### config.mk
export PLATFORM = sky130hd
export DESIGN_NAME = sha256_hash_flat
export DESIGN_NICKNAME = d
export VERILOG_FILES = /design/src/rtl/sha_pkg.sv /design/src/rtl/sha_msg_if.sv /design/src/rtl/sha_digest_if.sv /design/src/rtl/sha256_hash.sv /design/src/rtl/sha_ctrl.sv /design/src/rtl/sha_datapath.sv /design/src/flat_wrapper.sv
export SDC_FILE = /design/constraint.sdc
export NUM_CORES = 2
export LEC_CHECK = 0
export BUFFER_PORTS_ARGS = -buffer_cell sky130_fd_sc_hd__buf_4
export CORE_AREA = 2 2 380 382
export DETAILED_ROUTE_END_ITERATION = 8
export DIE_AREA = 0 0 382 384
export PLACE_DENSITY = 0.68
export SYNTH_ARGS = -nofsm -noshare
export SYNTH_HDL_FRONTEND = slang
export SYNTH_SLANG_ARGS = --single-unit
### constraint.sdc
create_clock -name clk -period 13.85 [get_ports clk]
set_clock_uncertainty 0.15 [all_clocks]
set_input_delay 2.0775 -clock clk [delete_from_list [all_inputs] [get_ports clk]]
set_output_delay 2.0775 -clock clk [all_outputs]
set_load 0.01 [all_outputs]
### src/rtl/sha_pkg.sv
// ----------------------------------------------------------------------------
// sha_pkg
// Shared types, constants and functions of the SHA-256 hash engine: the
// controller states, the command and status groups between controller and
// datapath, the round constants, the initial hash words and the sigma functions.
// ----------------------------------------------------------------------------
package sha_pkg;

  // Input operation codes.
  localparam logic [1:0] OP_ABSORB      = 2'd0;
  localparam logic [1:0] OP_FINISH_BYTE = 2'd1;
  localparam logic [1:0] OP_FINISH      = 2'd2;

  // Padding constants.
  localparam logic [7:0] PAD_MARK_BYTE = 8'h80;
  localparam logic [5:0] FILL_LAST     = 6'd63;
  localparam logic [5:0] FILL_LENGTH   = 6'd56;
  localparam logic [5:0] ROUND_LAST    = 6'd63;
  localparam logic [2:0] WORD_LAST     = 3'd7;

  typedef enum logic [2:0] {
    ST_IDLE,
    ST_PAD_MARK,
    ST_PAD_ZERO,
    ST_PAD_LEN,
    ST_ROUND,
    ST_UPDATE,
    ST_EMIT
  } state_t;

  // Source of the byte that goes into the block buffer.
  typedef enum logic [1:0] {
    SEL_DATA,
    SEL_MARK,
    SEL_ZERO,
    SEL_LEN
  } byte_sel_t;

  typedef struct packed {
    logic      push;       // write one byte into the block
    byte_sel_t byte_sel;
    logic      count_bits; // add one message byte to the bit length
    logic      shift_len;  // move the next length byte to the top
    logic      load_work;  // copy chaining value into working variables
    logic      round;      // run one compression round
    logic [5:0] round_idx;
    logic      update;     // fold working variables into chaining value
    logic      restart;    // return to the initial hash value
    logic [2:0] word_idx;
  } cmd_t;

  typedef struct packed {
    logic [5:0] fill;
  } status_t;

  function automatic logic [31:0] initial_hash(input logic [2:0] idx);
    logic [31:0] h;
    unique case (idx)
      3'd0: h = 32'h6a09e667;
      3'd1: h = 32'hbb67ae85;
      3'd2: h = 32'h3c6ef372;
      3'd3: h = 32'ha54ff53a;
      3'd4: h = 32'h510e527f;
      3'd5: h = 32'h9b05688c;
      3'd6: h = 32'h1f83d9ab;
      3'd7: h = 32'h5be0cd19;
    endcase
    return h;
  endfunction

  function automatic logic [31:0] round_k(input logic [5:0] idx);
    logic [31:0] k;
    unique case (idx)
      6'd0:  k = 32'h428a2f98;  6'd1:  k = 32'h71374491;
      6'd2:  k = 32'hb5c0fbcf;  6'd3:  k = 32'he9b5dba5;
      6'd4:  k = 32'h3956c25b;  6'd5:  k = 32'h59f111f1;
      6'd6:  k = 32'h923f82a4;  6'd7:  k = 32'hab1c5ed5;
      6'd8:  k = 32'hd807aa98;  6'd9:  k = 32'h12835b01;
      6'd10: k = 32'h243185be;  6'd11: k = 32'h550c7dc3;
      6'd12: k = 32'h72be5d74;  6'd13: k = 32'h80deb1fe;
      6'd14: k = 32'h9bdc06a7;  6'd15: k = 32'hc19bf174;
      6'd16: k = 32'he49b69c1;  6'd17: k = 32'hefbe4786;
      6'd18: k = 32'h0fc19dc6;  6'd19: k = 32'h240ca1cc;
      6'd20: k = 32'h2de92c6f;  6'd21: k = 32'h4a7484aa;
      6'd22: k = 32'h5cb0a9dc;  6'd23: k = 32'h76f988da;
      6'd24: k = 32'h983e5152;  6'd25: k = 32'ha831c66d;
      6'd26: k = 32'hb00327c8;  6'd27: k = 32'hbf597fc7;
      6'd28: k = 32'hc6e00bf3;  6'd29: k = 32'hd5a79147;
      6'd30: k = 32'h06ca6351;  6'd31: k = 32'h14292967;
      6'd32: k = 32'h27b70a85;  6'd33: k = 32'h2e1b2138;
      6'd34: k = 32'h4d2c6dfc;  6'd35: k = 32'h53380d13;
      6'd36: k = 32'h650a7354;  6'd37: k = 32'h766a0abb;
      6'd38: k = 32'h81c2c92e;  6'd39: k = 32'h92722c85;
      6'd40: k = 32'ha2bfe8a1;  6'd41: k = 32'ha81a664b;
      6'd42: k = 32'hc24b8b70;  6'd43: k = 32'hc76c51a3;
      6'd44: k = 32'hd192e819;  6'd45: k = 32'hd6990624;
      6'd46: k = 32'hf40e3585;  6'd47: k = 32'h106aa070;
      6'd48: k = 32'h19a4c116;  6'd49: k = 32'h1e376c08;
      6'd50: k = 32'h2748774c;  6'd51: k = 32'h34b0bcb5;
      6'd52: k = 32'h391c0cb3;  6'd53: k = 32'h4ed8aa4a;
      6'd54: k = 32'h5b9cca4f;  6'd55: k = 32'h682e6ff3;
      6'd56: k = 32'h748f82ee;  6'd57: k = 32'h78a5636f;
      6'd58: k = 32'h84c87814;  6'd59: k = 32'h8cc70208;
      6'd60: k = 32'h90befffa;  6'd61: k = 32'ha4506ceb;
      6'd62: k = 32'hbef9a3f7;  6'd63: k = 32'hc67178f2;
    endcase
    return k;
  endfunction

  function automatic logic [31:0] small_sigma0(input logic [31:0] x);
    return {x[6:0], x[31:7]} ^ {x[17:0], x[31:18]} ^ {3'b000, x[31:3]};
  endfunction

  function automatic logic [31:0] small_sigma1(input logic [31:0] x);
    return {x[16:0], x[31:17]} ^ {x[18:0], x[31:19]} ^ {10'd0, x[31:10]};
  endfunction

  function automatic logic [31:0] big_sigma0(input logic [31:0] x);
    return {x[1:0], x[31:2]} ^ {x[12:0], x[31:13]} ^ {x[21:0], x[31:22]};
  endfunction

  function automatic logic [31:0] big_sigma1(input logic [31:0] x);
    return {x[5:0], x[31:6]} ^ {x[10:0], x[31:11]} ^ {x[24:0], x[31:25]};
  endfunction

endpackage

### src/rtl/sha_msg_if.sv
// ----------------------------------------------------------------------------
// sha_msg_if
// Message channel: one beat carries an operation code and a message byte.
// ----------------------------------------------------------------------------
interface sha_msg_if;
  logic       valid;
  logic       ready;
  logic [1:0] opcode;
  logic [7:0] data_byte;

  modport source (output valid, output opcode, output data_byte, input ready);
  modport sink   (input valid, input opcode, input data_byte, output ready);
endinterface

### src/rtl/sha_digest_if.sv
// ----------------------------------------------------------------------------
// sha_digest_if
// Digest channel: one beat carries one 32-bit word of the hash value.
// ----------------------------------------------------------------------------
interface sha_digest_if;
  logic        valid;
  logic        ready;
  logic [31:0] digest_word;
  logic [2:0]  word_index;
  logic        last_word;

  modport source (output valid, output digest_word, output word_index,
                  output last_word, input ready);
  modport sink   (input valid, input digest_word, input word_index,
                  input last_word, output ready);
endinterface

### src/rtl/sha256_hash.sv
// ----------------------------------------------------------------------------
// sha256_hash
// SHA-256 hash engine over a byte stream, with a digest of eight words.
// ----------------------------------------------------------------------------
// Each message beat absorbs a byte, absorbs a byte and finishes, or finishes
// alone. Bytes are taken one per cycle while no compression runs; the 64th
// byte of a block starts the compression, 64 rounds on the single round unit
// and then the chaining update, during which no beat is taken. A finish pads
// one byte per cycle, with one step that pushes nothing before the length
// bytes (up to 64 pad bytes in one block, or up to 72 over two blocks with an
// extra compression when the message fill is 56 or more), compresses the last
// block, and then presents the eight digest words, word 0 first, one beat per
// cycle while the sink is ready. After the eighth word the engine starts a
// new message from the initial hash value. Operation code 3 is taken and
// ignored.
// ----------------------------------------------------------------------------
module sha256_hash
  import sha_pkg::*;
(
  input logic        clk,
  input logic        rst,
  sha_msg_if.sink    msg,
  sha_digest_if.source digest
);

  cmd_t    cmd;
  status_t status;

  sha_ctrl u_ctrl (
    .clk       (clk),
    .rst       (rst),
    .in_valid  (msg.valid),
    .opcode    (msg.opcode),
    .in_ready  (msg.ready),
    .out_valid (digest.valid),
    .out_ready (digest.ready),
    .status    (status),
    .cmd       (cmd)
  );

  sha_datapath u_datapath (
    .clk         (clk),
    .rst         (rst),
    .cmd         (cmd),
    .data_byte   (msg.data_byte),
    .status      (status),
    .digest_word (digest.digest_word),
    .word_index  (digest.word_index),
    .last_word   (digest.last_word)
  );

endmodule

### src/rtl/sha_ctrl.sv
// ----------------------------------------------------------------------------
// sha_ctrl
// Controller of the hash engine. Sequences byte absorption, padding, the
// 64 compression rounds, the chaining update and the digest output beats.
// ----------------------------------------------------------------------------
module sha_ctrl
  import sha_pkg::*;
(
  input  logic       clk,
  input  logic       rst,
  input  logic       in_valid,
  input  logic [1:0] opcode,
  output logic       in_ready,
  output logic       out_valid,
  input  logic       out_ready,
  input  status_t    status,
  output cmd_t       cmd
);

  state_t     state, state_next;
  state_t     after, after_next;
  logic [5:0] round_cnt, round_cnt_next;
  logic [2:0] word_cnt, word_cnt_next;

  // State and counter registers.
  always_ff @(posedge clk) begin
    if (rst) begin
      state     <= ST_IDLE;
      after     <= ST_IDLE;
      round_cnt <= '0;
      word_cnt  <= '0;
    end else begin
      state     <= state_next;
      after     <= after_next;
      round_cnt <= round_cnt_next;
      word_cnt  <= word_cnt_next;
    end
  end

  // Next state and commands.
  always_comb begin
    logic block_full;
    block_full     = (status.fill == FILL_LAST);
    state_next     = state;
    after_next     = after;
    round_cnt_next = round_cnt;
    word_cnt_next  = word_cnt;
    in_ready       = 1'b0;
    out_valid      = 1'b0;
    cmd            = '0;
    cmd.byte_sel   = SEL_DATA;
    cmd.round_idx  = round_cnt;
    cmd.word_idx   = word_cnt;

    unique case (state)
      ST_IDLE: begin
        in_ready = 1'b1;
        if (in_valid) begin
          unique case (opcode)
            OP_ABSORB, OP_FINISH_BYTE: begin
              cmd.push       = 1'b1;
              cmd.count_bits = 1'b1;
              if (block_full) begin
                cmd.load_work  = 1'b1;
                round_cnt_next = '0;
                state_next     = ST_ROUND;
                after_next     = (opcode == OP_FINISH_BYTE) ? ST_PAD_MARK : ST_IDLE;
              end else if (opcode == OP_FINISH_BYTE) begin
                state_next = ST_PAD_MARK;
              end
            end
            OP_FINISH: state_next = ST_PAD_MARK;
            default: ;
          endcase
        end
      end

      // The 0x80 marker byte always comes first.
      ST_PAD_MARK: begin
        cmd.push     = 1'b1;
        cmd.byte_sel = SEL_MARK;
        state_next   = ST_PAD_ZERO;
        if (block_full) begin
          cmd.load_work  = 1'b1;
          round_cnt_next = '0;
          state_next     = ST_ROUND;
          after_next     = ST_PAD_ZERO;
        end
      end

      // Zero bytes up to the length field, spilling into a new block if needed.
      ST_PAD_ZERO: begin
        if (status.fill == FILL_LENGTH) begin
          state_next = ST_PAD_LEN;
        end else begin
          cmd.push     = 1'b1;
          cmd.byte_sel = SEL_ZERO;
          if (block_full) begin
            cmd.load_work  = 1'b1;
            round_cnt_next = '0;
            state_next     = ST_ROUND;
            after_next     = ST_PAD_ZERO;
          end
        end
      end

      // Eight big-endian length bytes close the final block.
      ST_PAD_LEN: begin
        cmd.push      = 1'b1;
        cmd.byte_sel  = SEL_LEN;
        cmd.shift_len = 1'b1;
        if (block_full) begin
          cmd.load_work  = 1'b1;
          round_cnt_next = '0;
          state_next     = ST_ROUND;
          after_next     = ST_EMIT;
        end
      end

      ST_ROUND: begin
        cmd.round = 1'b1;
        if (round_cnt == ROUND_LAST) begin
          state_next = ST_UPDATE;
        end else begin
          round_cnt_next = round_cnt + 6'd1;
        end
      end

      ST_UPDATE: begin
        cmd.update    = 1'b1;
        word_cnt_next = '0;
        state_next    = after;
      end

      ST_EMIT: begin
        out_valid = 1'b1;
        if (out_ready) begin
          word_cnt_next = word_cnt + 3'd1;
          if (word_cnt == WORD_LAST) begin
            cmd.restart = 1'b1;
            state_next  = ST_IDLE;
          end
        end
      end

      default: state_next = ST_IDLE;
    endcase
  end

endmodule

### src/rtl/sha_datapath.sv
// ----------------------------------------------------------------------------
// sha_datapath
// Datapath of the hash engine: byte packing into the 16-word schedule
// window, the message bit length, the round logic with working variables
// and the chaining value.
// ----------------------------------------------------------------------------
module sha_datapath
  import sha_pkg::*;
(
  input  logic        clk,
  input  logic        rst,
  input  cmd_t        cmd,
  input  logic [7:0]  data_byte,
  output status_t     status,
  output logic [31:0] digest_word,
  output logic [2:0]  word_index,
  output logic        last_word
);

  logic [31:0] hv   [8];
  logic [31:0] work [8];
  logic [31:0] win  [16];
  logic [23:0] acc;
  logic [5:0]  fill;
  logic [63:0] bits;

  logic [7:0]  byte_val;
  logic [31:0] t1, t2, ch, maj, w_new;

  // Byte source for the block.
  always_comb begin
    unique case (cmd.byte_sel)
      SEL_DATA: byte_val = data_byte;
      SEL_MARK: byte_val = PAD_MARK_BYTE;
      SEL_ZERO: byte_val = 8'h00;
      SEL_LEN:  byte_val = bits[63:56];
      default:  byte_val = 8'h00;
    endcase
  end

  // Round function and next schedule word.
  always_comb begin
    ch    = (work[4] & work[5]) ^ (~work[4] & work[6]);
    maj   = (work[0] & work[1]) ^ (work[0] & work[2]) ^ (work[1] & work[2]);
    t1    = work[7] + big_sigma1(work[4]) + ch + round_k(cmd.round_idx) + win[0];
    t2    = big_sigma0(work[0]) + maj;
    w_new = win[0] + small_sigma0(win[1]) + win[9] + small_sigma1(win[14]);
  end

  // Fill count, bit length and chaining value.
  always_ff @(posedge clk) begin
    if (rst || cmd.restart) begin
      fill <= '0;
      bits <= '0;
      for (int i = 0; i < 8; i++) begin
        hv[i] <= initial_hash(3'(i));
      end
    end else begin
      if (cmd.push) begin
        fill <= fill + 6'd1;
      end
      if (cmd.shift_len) begin
        bits <= {bits[55:0], 8'h00};
      end else if (cmd.count_bits) begin
        bits <= bits + 64'd8;
      end
      if (cmd.update) begin
        for (int i = 0; i < 8; i++) begin
          hv[i] <= hv[i] + work[i];
        end
      end
    end
  end

  // Byte packing and the schedule window, which shifts on every word.
  always_ff @(posedge clk) begin
    if (cmd.push) begin
      if (fill[1:0] == 2'd3) begin
        for (int i = 0; i < 15; i++) begin
          win[i] <= win[i+1];
        end
        win[15] <= {acc, byte_val};
      end else begin
        acc <= {acc[15:0], byte_val};
      end
    end else if (cmd.round) begin
      for (int i = 0; i < 15; i++) begin
        win[i] <= win[i+1];
      end
      win[15] <= w_new;
    end
  end

  // Working variables.
  always_ff @(posedge clk) begin
    if (cmd.load_work) begin
      for (int i = 0; i < 8; i++) begin
        work[i] <= hv[i];
      end
    end else if (cmd.round) begin
      work[7] <= work[6];
      work[6] <= work[5];
      work[5] <= work[4];
      work[4] <= work[3] + t1;
      work[3] <= work[2];
      work[2] <= work[1];
      work[1] <= work[0];
      work[0] <= t1 + t2;
    end
  end

  assign status.fill = fill;
  assign digest_word = hv[cmd.word_idx];
  assign word_index  = cmd.word_idx;
  assign last_word   = (cmd.word_idx == WORD_LAST);

endmodule
### src/flat_wrapper.sv
// flat-port wrapper written by rule: the top's interface ports become plain ports
module sha256_hash_flat import sha_pkg::*;
  (clk, rst, msg_valid, msg_opcode, msg_data_byte, msg_ready, digest_valid, digest_digest_word, digest_word_index, digest_last_word, digest_ready);
  sha_msg_if msg_i ();
  sha_digest_if digest_i ();
  input logic clk;
  input logic rst;
  input wire logic [$bits(msg_i.valid)-1:0] msg_valid;
  input wire logic [$bits(msg_i.opcode)-1:0] msg_opcode;
  input wire logic [$bits(msg_i.data_byte)-1:0] msg_data_byte;
  output wire logic [$bits(msg_i.ready)-1:0] msg_ready;
  output wire logic [$bits(digest_i.valid)-1:0] digest_valid;
  output wire logic [$bits(digest_i.digest_word)-1:0] digest_digest_word;
  output wire logic [$bits(digest_i.word_index)-1:0] digest_word_index;
  output wire logic [$bits(digest_i.last_word)-1:0] digest_last_word;
  input wire logic [$bits(digest_i.ready)-1:0] digest_ready;
  assign msg_i.valid = msg_valid;
  assign msg_i.opcode = msg_opcode;
  assign msg_i.data_byte = msg_data_byte;
  assign msg_ready = msg_i.ready;
  assign digest_valid = digest_i.valid;
  assign digest_digest_word = digest_i.digest_word;
  assign digest_word_index = digest_i.word_index;
  assign digest_last_word = digest_i.last_word;
  assign digest_i.ready = digest_ready;
  sha256_hash u_core (.clk(clk), .rst(rst), .msg(msg_i), .digest(digest_i));
endmodule
==> flow_metrics.env <==
export IMPL_grt_setup_unrepaired="no"
export IMPL_grt_total_usage=0.2834
export IMPL_grt_first_pass_wirelength_um=312400
export IMPL_cts_root_buf="sky130_fd_sc_hd__clkbuf_16"
export IMPL_num_cts_buffers=131
export IMPL_tns_ns=0
export IMPL_yosys_mux_area_fraction=0.03293
export IMPL_cts_tree="done"
export IMPL_worst_skew_pair_late_latency_ns=0.80
export IMPL_timing_critical_path_slowest_stage_cell="sky130_fd_sc_hd__edfxtp_1"
export IMPL_worst_setup_path_start_kind="flop"
export IMPL_end_kind="flop"
export IMPL_finalNonFillerCells=8585
export IMPL_crit_fanout=6
export IMPL_timing_critical_path_max_delay_family="compound AO/OA/AOI/OAI gates"
export IMPL_cts_hold_buffers=0
export IMPL_vdd_ir_drop_worst_mv=0.08650
export IMPL_final_max_slew_violation_count=0
export IMPL_grt_max_degree=156
export IMPL_wirelength_um=209900
export IMPL_ctsLongestPathBuffers=3
export IMPL_initial_utilization=0.4963
export IMPL_synth_flop_cell="sky130_fd_sc_hd__edfxtp_1"
export IMPL_synth_compound_gate_area_share=0.1355
export IMPL_timing_max_slew_rel_slack=0.2385
export IMPL_ctsResizeCount=0
export IMPL_preCtsSetupSlack_ns=5.229
export IMPL_dieHeight_um=384
export IMPL_synth_top_area_cell="sky130_fd_sc_hd__edfxtp_1"
export IMPL_grt_antenna_before_repair=6
export IMPL_p_leak_nw=29.96
export IMPL_min_period_ns=8.629
export IMPL_globalplace_congestion=0.9846
export IMPL_h_tree_depth=4
export IMPL_synth_common_cells="sky130_fd_sc_hd__nand2_1, sky130_fd_sc_hd__edfxtp_1, sky130_fd_sc_hd__a21oi_1"
export IMPL_path_depth=33
export IMPL_final_hold_worst_slack_ns=0.2450
export IMPL_vias=51871
export IMPL_total_of_endpoints_with_negative_setup_slack_in_the_final_report=0
export IMPL_max_clock_freq_ghz=0.1159
export IMPL_layout_nets=7180
export IMPL_critical_path_max_stage_delay_ns=0.56
export IMPL_clock_slew_at_reported_path_ffs_ns=0.06
export IMPL_cts_sinks=1165
export IMPL_floorplan_core_area_sq_um=142800
export IMPL_multi_input_comb_area_sq_um=34600
export IMPL_ff_to_ff_path_depth=33
export IMPL_synthTopCellsByArea="sky130_fd_sc_hd__edfxtp_1, sky130_fd_sc_hd__ha_1, sky130_fd_sc_hd__nand2_1"
export IMPL_syn_mean_instance_area_sq_um=10.67
export IMPL_firstDrtPassIters=6
export IMPL_report_final_hold_viol_count=0
export IMPL_worstMarginPinSlew_ns=1.142
export IMPL_final_seq_area_sq_um=33820
export IMPL_synth_seq_area_share=0.4772
export IMPL_grt_overflow=0
export IMPL_placementRows=139
export IMPL_ys_warnings_count=0
export IMPL_synth_edff_count=1048
export IMPL_power_density_over_the_cells_nw_per_um2=107.5
export IMPL_ant_nets=0
export IMPL_post_route_period_util=0.6230
export IMPL_drt_initial_drc_count=6335
export IMPL_cap_viol_max_count=0
export IMPL_required_ns=14.19
export IMPL_critPathKind="flop to flop"
export IMPL_ys_ff_latch=1165
export IMPL_worst_endpoint_arrival_ns=8.97
export IMPL_detail_route_drc_violations=0
export IMPL_dominant_combinational_cell_family_by_area_after_synthesis="compound AO/OA/AOI/OAI gates"
export IMPL_path_buf_inv=5
export IMPL_most_frequently_used_cell_type_in_the_post_synthesis_netlist="sky130_fd_sc_hd__nand2_1"
export IMPL_timing_final_ws_setup_ns=5.221
export IMPL_io_buffer_count=51
export IMPL_netlist_area_sq_um=70860
export IMPL_postCtsSetupRepairBufs=0
export IMPL_io_pins=52
export IMPL_xor_xnor_fraction_of_synth_area=0.07019
export IMPL_yosysUniqueCellTypes=98
export IMPL_routedWlPerCell_um=24.45
export IMPL_netlist_area_leader_share=0.4441
export IMPL_design_die_area_sq_um=146700
export IMPL_status="complete, no violations"
export IMPL_layout_filler_cells=12157
export IMPL_synth_simple_area_share=0.1229
export IMPL_post_synth_inst_count=6642
export IMPL_hold_class="flop to flop"
export IMPL_place_detailed_instances=8346
export IMPL_async_flop_share=0
export IMPL_dpl_hpwl_um=154500
export IMPL_hold_path_cell_count=0
export IMPL_final_layout_size_suffix_gt1_frac=0.06915
export IMPL_layout_area_growth_over_synthesis_pct=9.253
export IMPL_synth_adder_area_share=0.1254
export IMPL_route_detailed_vias_per_inst=6.042
export IMPL_postSynthNetCount=7246
export IMPL_power_mw=8.324
export IMPL_first_global_vias=49068
export IMPL_floorplan_die_width_um=382
sequential cells by signal (all words and copies together) (netlist names), named ones only:
register and count:
u_core.u_ctrl.after 3, u_core.u_ctrl.round_cnt 6, u_core.u_ctrl.state 3, u_core.u_ctrl.word_cnt 3
u_core.u_datapath.acc 24, u_core.u_datapath.bits 61, u_core.u_datapath.hv 256, u_core.u_datapath.status 6
u_core.u_datapath.win 512, u_core.u_datapath.work 256
worst paths after layout:
check,slack (ns),end,startpoint
worst max-delay path,5.22,u_core.u_datapath.work[0][31]$_DFFE_PP_,u_core.u_datapath.work[0][154]$_DFFE_PP_
worst min-delay path,0.25,u_core.u_datapath.win[0][152]$_DFFE_PP_,u_core.u_datapath.win[0][184]$_DFFE_PP_
worst min register to register,0.25,u_core.u_datapath.win[0][152]$_DFFE_PP_,u_core.u_datapath.win[0][184]$_DFFE_PP_
worst max register to register,5.22,u_core.u_datapath.work[0][31]$_DFFE_PP_,u_core.u_datapath.work[0][154]$_DFFE_PP_
area by class of cell:
cell class | count | share of cell area
multi-input combinational | 4816 | 0.4469
clock buffer | 164 | 0.04488
sequential | 1165 | 0.4369
inverter | 367 | 0.01779
tap | 1903 | 0.03076
clock inverter | 74 | 0.01304
timing repair buffer | 95 | 0.009697
antenna | 1 | 0.00003232
placed cells by master, fill, tap and decap left out, drive strengths merged, types with 164 or more instances in the layout:
| cell | netlist | layout |
|---|---|---|
| nand2 | 1054 | 1054 |
| edfxtp | 1048 | 1048 |
| a21oi | 438 | 438 |
| ha | 395 | 395 |
| o21ai | 386 | 386 |
| inv | 365 | 370 |
| nor2 | 366 | 366 |
| xnor2 | 364 | 364 |
| xor2 | 203 | 203 |
| fa | 195 | 195 |
| a21o | 193 | 193 |
| clkbuf | 234 | 164 |
report_power, final:
part / switching, mW / internal, mW / leakage (nW) / total, mW
clock network: 1.51 / 2.11 / 2.16 / 3.63
logic: 0.440 / 0.282 / 17.2 / 0.722
registers: 0.0645 / 3.91 / 10.6 / 3.98
total: 2.02 / 6.30 / 30.0 / 8.32
metrics by stage:
stage | cell area [sq um] | utilization
3_3_place_gp | 72930 | 0.5108
3_5_place_dp | 72930 | 0.5108
5_1_grt | 77410 | 0.5422
4_1_cts | 77410 | 0.5422
6_report | 77420 | 0.5422
2_1_floorplan | 70860 | -
routing by layer:
metal	vias up	track usage	part of all wire
li1	23695	-	-
met5	-	0	0
met1	25409	0.4226	0.44
met4	0	0.1001	0.037
met2	2454	0.4116	0.42
met3	313	0.05402	0.099
cells by family (layout without fill, tap and decap cells):
family                     after synthesis  count (layout)
AOI/OAI and AO/OA                     1526            1526
xor gates and xnor gates               567             567
adders and majority gates              594             594
buffers and inverters                  661             700
DFF                                   1165            1165
muxes                                  140             140
other                                    0               1
and+or+nand+nor                       1989            1989
Note: power is estimated with default switching activity, not from simulation.
